**config.mk**
```make
export PLATFORM = sky130hd
export DESIGN_NAME = wms_ram
export DESIGN_NICKNAME = d
export VERILOG_FILES = /design/src/rtl/wms_ram.sv
export SDC_FILE = /design/constraint.sdc
export NUM_CORES = 2
export LEC_CHECK = 0
export ABC_AREA = 1
export ABC_CLOCK_PERIOD_IN_PS = 5300
export BUFFER_PORTS_ARGS = -buffer_cell sky130_fd_sc_hd__buf_2
export CELL_PAD_IN_SITES_DETAIL_PLACEMENT = 1
export CELL_PAD_IN_SITES_GLOBAL_PLACEMENT = 2
export CORE_MARGIN = 1
export CORE_UTILIZATION = 27
export DETAILED_ROUTE_END_ITERATION = 6
export MAX_ROUTING_LAYER = met4
export PLACE_DENSITY_LB_ADDON = 0.1
export REMOVE_ABC_BUFFERS = 1
export SYNTH_ARGS = -nofsm -noshare
export SYNTH_HDL_FRONTEND = slang
export SYNTH_SLANG_ARGS = --single-unit
```
**constraint.sdc**
```tcl
create_clock -name clk -period 5.3 [get_ports clk]
set_input_delay 0.265 -clock clk [delete_from_list [all_inputs] [get_ports clk]]
set_output_delay 0.265 -clock clk [all_outputs]
set_load 0.02 [all_outputs]
```
**src/rtl/wms_ram.sv**
```systemverilog
// Generic single-port-write, single-read RAM with registered read data.
// No dependencies.
module wms_ram #(
    parameter int WIDTH = 32,
    parameter int DEPTH = 64
) (
    input  logic                     clk,
    input  logic                     we,
    input  logic [$clog2(DEPTH)-1:0] waddr,
    input  logic [WIDTH-1:0]         wdata,
    input  logic [$clog2(DEPTH)-1:0] raddr,
    output logic [WIDTH-1:0]         rdata
);
    logic [WIDTH-1:0] mem [DEPTH];

    always_ff @(posedge clk)
    begin
        if (we)
        begin
            mem[waddr] <= wdata;
        end
        rdata <= mem[raddr];
    end
endmodule

```
==> impl_metrics.json <==
{
  "htreeDepth": 4,
  "hold_buffers": 28,
  "fp.dieH_um": 555.6,
  "min_path_type": "in2reg",
  "cts-resized-gates": 0,
  "period_minus_slack_ns": 2.561,
  "total_power_uw": 36950,
  "cts_tree": "yes",
  "syn_area_um2": 82740,
  "rsz0062_at_grt": "no",
  "setup_ws_ns": 2.739,
  "p_leak_uw": 0.03314,
  "drcViolationCount": 0,
  "clock-sinks": 2080,
  "end_kind": "flop",
  "synth-seq-cells": 2080,
  "layout-drive-gt1-share_pct": 9.233,
  "cp_max_fo": 111,
  "skew_ns": 0.06649,
  "yosysUniqueCellTypes": 16,
  "cp.required_ns": 6.07,
  "fin_crit_sh_pct": 48.32,
  "design_area_um2": 96370,
  "timing.fmax_ghz": 0.3905,
  "fin_nets": 6913,
  "post-cts-setup-buffers": 0,
  "pre_cts_ws_ns": 1.883,
  "grtUsageTotal_pct": 21.06,
  "crit_arrival_ns": 3.34,
  "finalMaxSlewViolations": 0,
  "critPathKind": "in2reg",
  "violations": "negative hold slack",
  "die_w_um": 555.6,
  "initial_utilization_pct": 27.23,
  "antenna_found_initial": 35,
  "vias_per_cell": 4.835,
  "grt_pass1_wl_mm": 448.3,
  "ir_worst_vdd_mv": 0.2935,
  "critPathLaunchType": "primary input",
  "postSynthCellCount": 6769,
  "p_per_area_nw_per_um2": 383.4,
  "drv_cap": 0,
  "drtIter0Drc": 4115,
  "clk_pin_slew_worst_paths_ns": 0.06,
  "synth_top_cell_area_share_pct": 74.33,
  "grt_pass1_vias": 54930,
  "tightest_slew_ns": 1.416,
  "synth.area.top_cells": "edfxtp_1, nand3_1, nand2_1",
  "clock_insertion_delay_worst_skew_ns": 0.96,
  "fillers": 32660,
  "status": "finished, violations left",
  "hold_viol": 1,
  "routed_wl_mm": 319.4,
  "grt-ovfl-total": 0,
  "final_util_pct": 31.72,
  "numCtsBuffers": 243,
  "hpwl_mm": 182.1,
  "regToRegSetupSlack_ns": 3.20,
  "clockBufferDepth": 4,
  "std_cell_rows": 202,
  "ios": 78,
  "place.gp.congestion": 0.7602,
  "via_count": 53920,
  "ys.warnings.count": 0,
  "dieArea_um2": 308700,
  "ant_nets": 0,
  "grt_start_max_net_pins": 137,
  "relSlewSlack_pct": 5.388,
  "setup_viol": 0,
  "yosysTopAreaCell": "edfxtp_1",
  "syn_avg_cell_area_um2": 12.22,
  "hold-worst-slack_ns": -0.003041,
  "syn_to_final_growth_pct": 16.48,
  "io_buffers": 77,
  "dpl_cell_area_um2": 88580,
  "core_area_um2": 303800,
  "yosysSeqAreaShare_pct": 75.10,
  "cts-root-buf": "clkbuf_16",
  "avgRoutedWirePerCell_um": 28.64,
  "drt-pass1-iter-count": 5
}
[cells in the final DEF (no fill, tap or decap), types with 9 or more instances in the layout]
cell / instances
nand2_1: 2248
edfxtp_1: 2048
nand3_1: 1907
clkbuf_16: 248
buf_4: 181
clkbuf_1: 86
nor2_4: 56
buf_2: 51
clkinv_1: 46
buf_12: 35
dfxtp_1: 32
dlygate4sd3_1: 28
clkinv_2: 27
clkbuf_8: 17
diode_2: 9
nand4_1: 9
bufinv_16: 9
[power by group]
part	internal [µW]	total (µW)	leakage, µW	switching, µW
clock network	9220	16200	0.00364	6970
logic	531	2430	0.0108	1900
registers	18200	18300	0.0187	112
total	28000	36900	0.0331	8980
[critical path: stages]
cell and delay, ns:
buf_8 0.40, inv_16 0.32, buf_12 0.34, buf_12 0.20, nand2_1 0.10, nand3_1 0.06
nand3_1 0.15, nand3_1 0.20, nand3_1 0.39, nand2_1 0.24, nand2_1 0.28, nand2_1 0.07
[Yosys cell counts]
library cell     n
buf_1           40
buf_2          282
buf_4           45
buf_6            3
buf_8            2
clkbuf_1        77
dfxtp_1         32
edfxtp_1      2048
inv_1            9
inv_2            2
inv_4            1
nand2_1       2248
nand3_1       1907
nand4_1          9
nor2_1          56
nor4_1           8
[logic make-up (layout without fill, tap and decap cells)]
group	count (synthesis)	count (layout)	synth area share (%)
simple gates	4228	4228	22.12
flops	2080	2080	75.10
buf+inv	461	754	2.779
other cells	0	9	0
[per-layer routing]
metal | vias up | track usage (%) | routed length [µm]
met5 | - | - | 0
met4 | 0 | 4.068 | 5597
met3 | 345 | 1.896 | 9432
met2 | 840 | 35.20 | 158100
met1 | 28360 | 27.96 | 146300
li1 | 24370 | - | -
[path summary, 6_finish.rpt]
kind                                  start          end  cells after the start
worst max-delay path               raddr[0]    rdata[15]                     12
worst min-delay path              wdata[30]  mem[53][30]                      1
worst max register to register  mem[14][11]    rdata[11]                      8
worst min register to register  mem[25][14]    rdata[14]                      8
[sequential cells by signal, summed over array words and instances, names as in the netlist]
signal / flops
mem: 2048
rdata: 32
[area by class of cell]
type | instances | area, µm² | share of cell area [%]
sequential | 2080 | 62140 | 64.48
antenna | 9 | 22.52 | 0.02337
tap | 4080 | 5105 | 5.297
clock inverter | 89 | 734.5 | 0.7621
clock buffer | 351 | 6763 | 7.017
timing repair buffer | 302 | 2738 | 2.841
multi-input combinational | 4228 | 18790 | 19.49
inverter | 12 | 86.33 | 0.08958
[through the flow]
step / cells / TNS [ns]
after detailed placement: 10670 / 0
after floorplan: 6320 / -15.13
after global placement: 10670 / 0
after CTS: 11140 / 0
final: 11150 / 0
after global routing: 11140 / 0
Note: power is estimated with default switching activity, not from simulation.
