==> src/rtl/wms_pkg.sv <==
// Shared types and constants for the windowed metric statistics block.
// No dependencies.
package wms_pkg;
    localparam int METRIC_COUNT = 7;
    localparam int MET_W = 3;
    // Ring length of every window; a power of two so means are shifts
    localparam int WINDOW_DEPTH = 64;

    typedef enum logic [3:0] {
        FUNC_TICK  = 4'd7,
        FUNC_CLEAR = 4'd8
    } func_code_t;

    typedef enum logic [6:0] {
        ST_IDLE  = 7'b0000001,
        ST_CLEAR = 7'b0000010,
        ST_WALK  = 7'b0000100,
        ST_VAR   = 7'b0001000,
        ST_ROOT  = 7'b0010000,
        ST_DIV   = 7'b0100000,
        ST_OUT   = 7'b1000000
    } state_t;

    // Accumulator strobe from the walk sequencer
    typedef struct packed {
        logic         first;
        logic         valid;
        logic [MET_W-1:0] metric;
    } acc_ctl_t;
endpackage

==> src/rtl/wms_accum.sv <==
// Per-metric window accumulators: sums of all metrics, min/max for metrics
// 0 and 1 and sum of squares for metric 1. Depends on wms_pkg.
module wms_accum
    import wms_pkg::*;
(
    input  logic        clk,
    input  acc_ctl_t    ctl,
    input  logic [31:0] sample,
    output logic [63:0] sum_q   [METRIC_COUNT],
    output logic [31:0] min_q   [2],
    output logic [31:0] max_q   [2],
    output logic [95:0] sumsq1_q
);
    localparam int SUM_W = 32 + $clog2(WINDOW_DEPTH) + 1;

    logic [63:0] sq_reg;
    logic        sq_vld_reg;
    logic        sq_first_reg;

    always_ff @(posedge clk)
    begin
        sq_vld_reg   <= ctl.valid && ctl.metric == MET_W'(1);
        sq_first_reg <= ctl.first;
        sq_reg       <= 64'(sample) * 64'(sample);
        if (ctl.valid)
        begin
            if (ctl.first)
            begin
                sum_q[ctl.metric] <= 64'(sample);
            end
            else
            begin
                sum_q[ctl.metric] <= 64'(SUM_W'(sum_q[ctl.metric]) + SUM_W'(sample));
            end
            if (ctl.metric < MET_W'(2))
            begin
                if (ctl.first || sample < min_q[ctl.metric[0]])
                begin
                    min_q[ctl.metric[0]] <= sample;
                end
                if (ctl.first || sample > max_q[ctl.metric[0]])
                begin
                    max_q[ctl.metric[0]] <= sample;
                end
            end
        end
        if (sq_vld_reg)
        begin
            sumsq1_q <= sq_first_reg ? 96'(sq_reg) : sumsq1_q + 96'(sq_reg);
        end
    end
endmodule

==> config.mk <==
export PLATFORM = sky130hd
export DESIGN_NAME = wms_accum
export DESIGN_NICKNAME = d
export VERILOG_FILES = /design/src/rtl/wms_pkg.sv /design/src/rtl/wms_accum.sv
export SDC_FILE = /design/constraint.sdc
export NUM_CORES = 2
export LEC_CHECK = 0
export BUFFER_PORTS_ARGS = -buffer_cell sky130_fd_sc_hd__buf_2
export CORE_MARGIN = 2
export CORE_UTILIZATION = 47
export DETAILED_ROUTE_END_ITERATION = 8
export GPL_ROUTABILITY_DRIVEN = 0
export PLACE_DENSITY = 0.7
export SYNTH_ARGS = -nofsm -noshare
export SYNTH_HDL_FRONTEND = slang
export SYNTH_SLANG_ARGS = --single-unit
==> constraint.sdc <==
create_clock -name clk -period 18.3 [get_ports clk]
set_input_delay 4.575 -clock clk [delete_from_list [all_inputs] [get_ports clk]]
set_output_delay 4.575 -clock clk [all_outputs]
set_load 0.005 [all_outputs]
==> metrics <==
initial antenna violation count 7; EDFF count, synth ~500; CTS root buffer clkbuf_16; Max Clk Rate 81.4 MHz; main combinational cell family by area after synthesis adder cells; largest net degree at the start of global routing 88; Setup CP Type in -> reg; required time of the critical path 18.84 ns; Worst-Margin Slew 1.25 ns; clock skew 0.0554 ns; min cycle time layout ~12 ns; vias per cell 5.74; DR iter-0 viols between 5000 and 6000; router iterations before antenna repair 8; worst skew pair latency 0.70 ns; total track usage 0.293; CTS H-tree depth 3; Die Span X between 300 and 400 um; adder-cell share of the synthesized area 0.358; first-pass GRT wire length 290000 um; GR Overflow Total 0; synthesized flop and latch total 569; CTS Buf Count 69; Worst slew margin 0.141; Setup Buffers After CTS 0; crit path capture type flip-flop; DP HPWL roughly 150000 um; library cells used by synthesis 97; Synth Instances 6000; TritonCTS clock tree built; post-synthesis mux area share 0.0243; area delta synth->final 9.86%; DRC viols 0; num ports a little over 700; Resized cells post-CTS 0; Worst-path clk slew 0.06 ns; final setup TNS 0 ns; Final Max Tran Viols 0; post-synthesis simple-gate area fraction 0.115; row cnt between 100 and 150; Fillers roughly 11000; Mapped Area 60300 um^2; post-synthesis area per instance 10.0 um^2; FFs w/ async S/R, synth 0; Reg with most FFs sum_q; Compound-Gate Fraction of Synth Area 0.0982; Worst Setup Start Kind input pin; clk buf depth 3; run status finished clean; HP Class reg -> reg; post-placement cell area ~64000 um^2; Final nets 7702; share of layout cells above drive strength 1 0.126; period utilisation layout 0.671; Final Hold Vio Count 0; hold path cells 2; Vias about 47000; post-route cell area approximately 66000 um^2; vias in the first global route roughly 47000; Post-Synth XOR/XNOR Area 0.0309; endpoints failing setup 0; R2R depth 14; Die Ht 362 um; core area approximately 130000 um^2; max-cap viol count 0; die footprint between 100000 and 150000 um^2; Top Registers sum_q x280, sumsq1_q x96; hold_buf cts 0; I/O Buffers approximately 540; WL per Instance around 24 um; synthesis warning total 0; Final ANT Viol Nets 0; CTS Sinks 569; RSZ-0062 raised after global routing false; Initial Util 0.473; CP Data Arrival Time 12.83 ns; final WL 195000 um; Largest register FFs 280; Max FO, Critical Path 35; Top FF cell, synth edfxtp_1; sequential element share of the synthesized area 0.273
==> synthesized netlist by cell type (15+ instances only) <==
cell type,n,area [um^2]
a211oi_1,21,158
a21o_1,133,998
a21oi_1,246,1230
a22o_1,34,298
a22oi_1,34,255
a31o_2,15,131
a31oi_1,32,200
and2_1,240,1500
and3_1,21,131
buf_4,170,1280
clkbuf_1,232,871
dfxtp_1,65,1300
edfxtp_1,504,15100
fa_1,793,15900
ha_1,455,5690
inv_1,995,3730
mux2_2,19,214
mux2i_1,109,1090
nand2_1,473,1780
nand2b_1,26,163
nand3_1,56,280
nand4_1,59,369
nor2_1,493,1850
nor2b_1,34,213
nor3_1,24,120
o211ai_1,16,120
o21a_1,22,165
o21ai_0,193,966
o21bai_1,37,278
or3_1,19,119
xnor2_1,119,1040
xor2_1,94,823
==> metrics by stage <==
stage | std cells | worst slack [ns] | hold slack [ns] | util
floorplan | 6169 | 6.60 | 0.508 | -
global placement | 8007 | 5.59 | 0.528 | 0.502
detailed placement | 8007 | 5.51 | 0.536 | 0.502
CTS | 8131 | 6.21 | 0.545 | 0.520
global route | 8131 | 5.65 | 0.567 | 0.520
finish | 8133 | 6.02 | 0.542 | 0.520
==> area by class of cell <==
cell class | count | area [um^2] | share of cell area
clock inverter | 44 | 447 | 0.00674
tap | 1662 | 2080 | 0.0314
sequential | 569 | 16400 | 0.248
clock buffer | 80 | 1840 | 0.0278
multi-input combinational | 4167 | 38400 | 0.580
antenna | 2 | 5.00 | 0.0000756
inverter | 997 | 3740 | 0.0565
timing repair buffer | 612 | 3250 | 0.0490
==> worst paths after layout <==
path                                           start                     to  slack (ns)
worst min-delay path               sq_reg[4]$_DFF_P_  sumsq1_q[4]$_DFFE_PP_        0.54
worst min register to register     sq_reg[4]$_DFF_P_  sumsq1_q[4]$_DFFE_PP_        0.54
worst max-delay path                       sample[7]     sq_reg[56]$_DFF_P_        6.02
worst max register to register  sum_q[386]$_DFFE_PP_   sum_q[290]$_DFFE_PP_       13.01
==> metal layers <==
layer | GRT usage | share of wire | wire, um | vias to the layer above
met1 | 0.384 | 0.39 | 75900 | 23163
li1 | - | - | - | 20103
met4 | 0.126 | 0.049 | 9550 | 8
met3 | 0.0880 | 0.12 | 23200 | 580
met2 | 0.449 | 0.44 | 86000 | 2867
met5 | 0.00481 | 0.00061 | 118 | -
==> critical path, cell delays in order <==
cell and delay [ns]:
buf_2 0.08, buf_4 0.48, inv_1 0.41, nor2_1 0.32, fa_1 0.50, fa_1 0.53
fa_1 0.52, inv_1 0.05, fa_1 0.48, inv_1 0.05, ha_1 0.27, ha_1 0.30
fa_1 0.51, fa_1 0.41, ha_1 0.36, a2111oi_0 0.44, o211ai_1 0.15, a21oi_1 0.40
nor4_1 0.15, o21ai_0 0.36, o21ai_0 0.22, a311oi_1 0.66, o31a_1 0.27, o21ai_0 0.10
xor2_1 0.16
==> cell usage in the layout (no fill, tap or decap), types with 34 or more instances in the layout <==
| cell | n |
|---|---|
| nand3_1 | 56 |
| fa_1 | 793 |
| a21oi_1 | 244 |
| o21ai_0 | 193 |
| a21o_1 | 133 |
| nor2_1 | 491 |
| nand4_1 | 59 |
| and2_1 | 238 |
| dfxtp_1 | 63 |
| edfxtp_1 | 504 |
| a22o_1 | 34 |
| xnor2_1 | 119 |
| ha_1 | 455 |
| inv_1 | 992 |
| o21bai_1 | 37 |
| conb_1 | 170 |
| buf_2 | 540 |
| xor2_1 | 94 |
| nand2_1 | 471 |
| clkbuf_16 | 72 |
| mux2i_1 | 109 |
| a22oi_1 | 34 |
| buf_4 | 71 |
==> kinds of logic (layout without fill, tap and decap cells) <==
logic type | Yosys count | count (layout)
AOI/OAI and AO/OA | 907 | 907
xor gates and xnor gates | 213 | 213
adders and majority gates | 1248 | 1248
buffers and inverters | 1433 | 1733
DFF | 569 | 569
muxes | 135 | 135
other | 1 | 172
and+or+nand+nor | 1494 | 1494
Power is not shown: default switching activity piles up to over one toggle a cycle in this logic, so the estimate is an artifact.
