--- src/rtl/wms_isqrt.sv ---
// Bit-serial integer square root of a 128-bit radicand, one result bit a cycle.
// Depends on nothing.
module wms_isqrt (
    input  logic         clk,
    input  logic         rst_n,
    input  logic         start,
    input  logic [127:0] radicand,
    output logic         done,
    output logic [63:0]  root
);
    logic [127:0] rem_reg, rem_next;
    logic [127:0] op_reg, op_next;
    logic [63:0]  root_reg, root_next;
    logic [6:0]   cnt_reg, cnt_next;
    logic         busy_reg, busy_next;
    logic [129:0] trial;
    logic [129:0] rem_sh;

    // Classic restoring digit-by-digit: two radicand bits a step
    always_comb
    begin
        rem_next  = rem_reg;
        op_next   = op_reg;
        root_next = root_reg;
        cnt_next  = cnt_reg;
        busy_next = busy_reg;
        done      = 1'b0;
        rem_sh    = {rem_reg, op_reg[127:126]};
        trial     = {64'd0, root_reg, 2'b01};
        if (start)
        begin
            rem_next  = '0;
            op_next   = radicand;
            root_next = '0;
            cnt_next  = '0;
            busy_next = 1'b1;
        end
        else if (busy_reg)
        begin
            op_next = {op_reg[125:0], 2'b00};
            if (rem_sh >= trial)
            begin
                rem_next  = 128'(rem_sh - trial);
                root_next = {root_reg[62:0], 1'b1};
            end
            else
            begin
                rem_next  = rem_sh[127:0];
                root_next = {root_reg[62:0], 1'b0};
            end
            cnt_next = cnt_reg + 7'd1;
            if (cnt_reg == 7'd63)
            begin
                busy_next = 1'b0;
                done      = 1'b1;
            end
        end
    end

    assign root = root_next;

    always_ff @(posedge clk or negedge rst_n)
    begin
        if (!rst_n)
        begin
            busy_reg <= 1'b0;
            cnt_reg  <= '0;
        end
        else
        begin
            busy_reg <= busy_next;
            cnt_reg  <= cnt_next;
        end
    end

    always_ff @(posedge clk)
    begin
        rem_reg  <= rem_next;
        op_reg   <= op_next;
        root_reg <= root_next;
    end
endmodule

--- config.mk ---
export PLATFORM = sky130hd
export DESIGN_NAME = wms_isqrt
export DESIGN_NICKNAME = d
export VERILOG_FILES = /design/src/rtl/wms_isqrt.sv
export SDC_FILE = /design/constraint.sdc
export NUM_CORES = 1
export LEC_CHECK = 0
export ABC_AREA = 1
export BUFFER_PORTS_ARGS = -buffer_cell sky130_fd_sc_hd__buf_2
export CAP_MARGIN = 0
export CORE_MARGIN = 1
export CORE_UTILIZATION = 54
export DETAILED_ROUTE_END_ITERATION = 8
export PLACE_DENSITY = 0.74
export SYNTH_ARGS = -nofsm -noshare
export SYNTH_HDL_FRONTEND = slang
export SYNTH_SLANG_ARGS = --single-unit
--- constraint.sdc ---
create_clock -name clk -period 6.7 [get_ports clk]
set_clock_uncertainty 0.05 [all_clocks]
set_input_delay 0 -clock clk [delete_from_list [all_inputs] [get_ports clk]]
set_output_delay 0 -clock clk [all_outputs]
set_load 0.02 [all_outputs]
==> summary.log <==
INFO  finish         n_fill_cell=3629
INFO  floorplanning  die-area=42800um2
INFO  outcome        failing_checks=DRC
INFO  critical_path  timing.reg2reg.worst_path_depth=16
INFO  floorplanning  floorplan.initialDensity=0.551
INFO  synth          synth_warnings=0
INFO  clock_network  cts_hold_buf=151
INFO  timing         report.final.setup_viol=0
INFO  synth          area_share_of_and_or_nand_nor_cells_after_synthesis=0.434
INFO  critical_path  required=6.65ns
INFO  grt            globalRoute.totalOverflow=0
INFO  detailed_routing postRouteAntennaNets=0
INFO  placed_design  dp_slack=2.76ns
INFO  finish         nets=4275
INFO  floorplanning  core=41100um2
INFO  synth          synth_compound_area_frac=0.0469
INFO  detailed_routing detail_route.iter0.violations=3061
INFO  synth          synth_cells=3770
INFO  synth          synth.area.mux_share=0
INFO  worst_hold_path worstHoldPathType=input pin to register
INFO  synth          syn-num-nets=3968
INFO  grt            maximum_number_of_pins_on_one_net_before_global_route_repair=124
INFO  synth          yosys.cell_types.count=36
INFO  timing         rsz0062_at_grt=false
INFO  synth          synthTopCellsByArea=nand2_1, dfxtp_1, edfxtp_1
INFO  synth          dominant_combinational_cell_family_by_area_after_synthesis=simple AND/OR/NAND/NOR gates
INFO  clock_network  numCtsBuffers=38
INFO  power          ir_drop=380uV
INFO  clock_network  clock_slew_seen_by_the_registers_of_the_worst_setup_and_hold_paths=0.06ns
INFO  clock_network  cts_setup_buffers=0
INFO  grt            grt_pass1_wl=137mm
INFO  clock_network  cts.htree.levels=2
INFO  synth          yosys.area_share.adder=0.0370
INFO  clock_network  cts.path.max_buffers=3
INFO  detailed_routing vias=25556
INFO  grt            gr-usage-all-layers=0.430
INFO  synth          synth_enable_flop_cells=128
INFO  synth          syn_area_per_cell=6.01um2
INFO  critical_path  worst_ep_arrival_time=4.19ns
INFO  worst_hold_path hold_path_origin=radicand[56]
INFO  outcome        result_of_the_run=finished, violations left
INFO  timing         min_period_over_period=0.633
INFO  synth          synth_top_flop_cell=dfxtp_1
INFO  timing         slew_worst_pin=1.10ns
INFO  clock_network  clock_tree_from_tritoncts=done
INFO  critical_path  cp-start-kind=register
INFO  power          leakagePower=14.6nW
INFO  detailed_routing wire_per_inst=19.9um
INFO  synth          netlist_area=22700um2
INFO  grt            first_global_vias=23671
INFO  synth          post_synth_xor_area_fraction=0.0205
INFO  clock_network  clk_latency=0.58ns
INFO  synth          netlist_top_cells_count=nand2_1, inv_1, nor2_1
INFO  critical_path  rr_startpoint=root_reg[45]$_DFF_P_
INFO  placed_design  place_congestion=1.11
INFO  power          power-per-cell-area=596nW/um2
INFO  timing         fin_crit_period=4.24ns
INFO  critical_path  critical_setup_path_class=register to output port
INFO  critical_path  internal_reg_to_reg_setup_slack=2.73ns
INFO  synth          synth-async-reset-ratio=0.0244
INFO  run            max-cap-violations=0
INFO  timing         finalMaxSlewViolations=0
INFO  critical_path  cp_max_fo=57
INFO  synth          ys_ff_latch=328
INFO  grt            grt_antenna_before_repair=1
INFO  finish         utilization=0.651
INFO  detailed_routing drc=3
INFO  timing         max-slew-margin-rel=0.267
INFO  timing         finalHoldViolations=0
INFO  critical_path  rr_endpoint=rem_reg[46]$_SDFFE_PP0P_
INFO  synth          yosys.area.top_type=nand2_1
INFO  timing         hold_ws=0.186ns
INFO  placed_design  port-buffer-count=195
INFO  finish         layout-drive-gt1-share=0.0736
INFO  synth          yosysTopAreaCellShare=0.304
INFO  clock_network  postcts_resize_cnt=0
INFO  finish         layout-area-overhead-vs-synth=18.2%
INFO  worst_hold_path min_delay_worst_endpoint=op_reg[56]$_DFFE_PP_
INFO  placed_design  dp_hpwl=64.8mm
INFO  critical_path  endpoint_kind=output port
INFO  floorplanning  die_y=207um
INFO  detailed_routing drt_wl_total=92.5mm
INFO  floorplanning  rows=74
INFO  timing         setup_ws=2.46ns
INFO  floorplanning  io-pin-count=196
INFO  worst_hold_path timing.hold.worst_path_depth=4
INFO  synth          yosysSeqAreaShare=0.348
INFO  clock_network  root_buffer=clkbuf_16
INFO  synth          synth.most_common_cell=nand2_1
INFO  timing         tns=0ns
INFO  floorplanning  chipWidth=207um
INFO  detailed_routing detail_route.first_pass.iterations=9
INFO  detailed_routing vias_per_cell=5.51
INFO  timing         fmaxAchievable=236MHz
INFO  clock_network  numClockSinks=328
[cell families (layout without fill, tap and decap cells)]
logic type / after synthesis / after routing
buffers and inverters: 669 / 1004
flip-flops: 328 / 328
XOR/XNOR: 53 / 53
AND/OR/NAND/NOR: 2461 / 2461
adder cells (fa/ha/maj): 67 / 67
other: 0 / 1
AO/OA/AOI/OAI: 192 / 192
[stage by stage]
step	instances	area, um2	power, mW
final	4638	26800	16.0
after global routing	4638	26800	17.0
after CTS	4637	26800	15.4
after detailed placement	4418	24000	13.2
after global placement	4418	24000	13.2
after floorplan	3770	22700	9.68
[worst max-delay path: stages, from the launching register on]
cell,delay [ns]
dfxtp_1,0.30
inv_1,0.07
ha_1,0.44
nand2_1,0.18
nor2_1,0.26
nand2_1,0.13
nor2_2,0.19
nand2_1,0.12
nor2_1,0.12
nand3_1,0.11
nand2_2,0.12
inv_2,0.06
nand3_4,0.49
nand2_1,0.43
o21ai_0,0.29
buf_2,0.26
[where the power goes]
part           switching [mW]  internal, mW  total [mW]
clock network           0.914          1.24        2.16
logic                    8.00          2.89        10.9
registers               0.409          2.50        2.91
total                    9.33          6.63        16.0
[cells in the final DEF, fill, tap and decap left out, types with 11 or more instances in the layout]
cell           count
nand2_1         1837
a21oi_1           72
o21ai_1           18
buf_4             12
clkbuf_16         38
dlygate4sd3_1    151
nand4_1           39
dfxtp_1          192
o21ai_0           30
buf_2            194
xnor2_1           11
ha_1              67
nor2_1           293
xor2_1            42
inv_1            572
o22ai_1           63
nand3_1          190
edfxtp_1         128
nor3_1            51
[cell type report]
cell class	instances	area, um2	share of cell area
diodes	1	2.50	0.0000934
clock buffers	58	1120	0.0419
clock inverters	10	134	0.00500
inverters	579	2180	0.0815
multi-input cells	2773	12200	0.456
flip-flops and latches	328	7890	0.295
well taps	532	666	0.0249
repair buffers	357	2570	0.0961
[per-layer routing]
metal / vias to the layer above / GRT usage / share of wire
met5: - / 0 / 0
li1: 12146 / - / -
met3: 281 / 0.0879 / 0.11
met4: 0 / 0.208 / 0.053
met1: 11569 / 0.571 / 0.41
met2: 1560 / 0.668 / 0.43
[worst max-delay path by stage]
stage | from | endpoint | slack, ns | depth (start not counted)
finish | root_reg[45]$_DFF_P_ | root[0] | 2.46 | 15
global route | root_reg[45]$_DFF_P_ | root[0] | 2.12 | 15
CTS | root_reg[45]$_DFF_P_ | root[0] | 2.54 | 15
detailed placement | root_reg[45]$_DFF_P_ | rem_reg[46]$_SDFFE_PP0P_ | 2.76 | 16
global placement | root_reg[45]$_DFF_P_ | rem_reg[46]$_SDFFE_PP0P_ | 2.78 | 16
floorplan | busy_reg$_DFF_PN0_ | root_reg[54]$_DFF_P_ | 1.12 | 4
No activity file was read; power rests on OpenSTA's default activity.
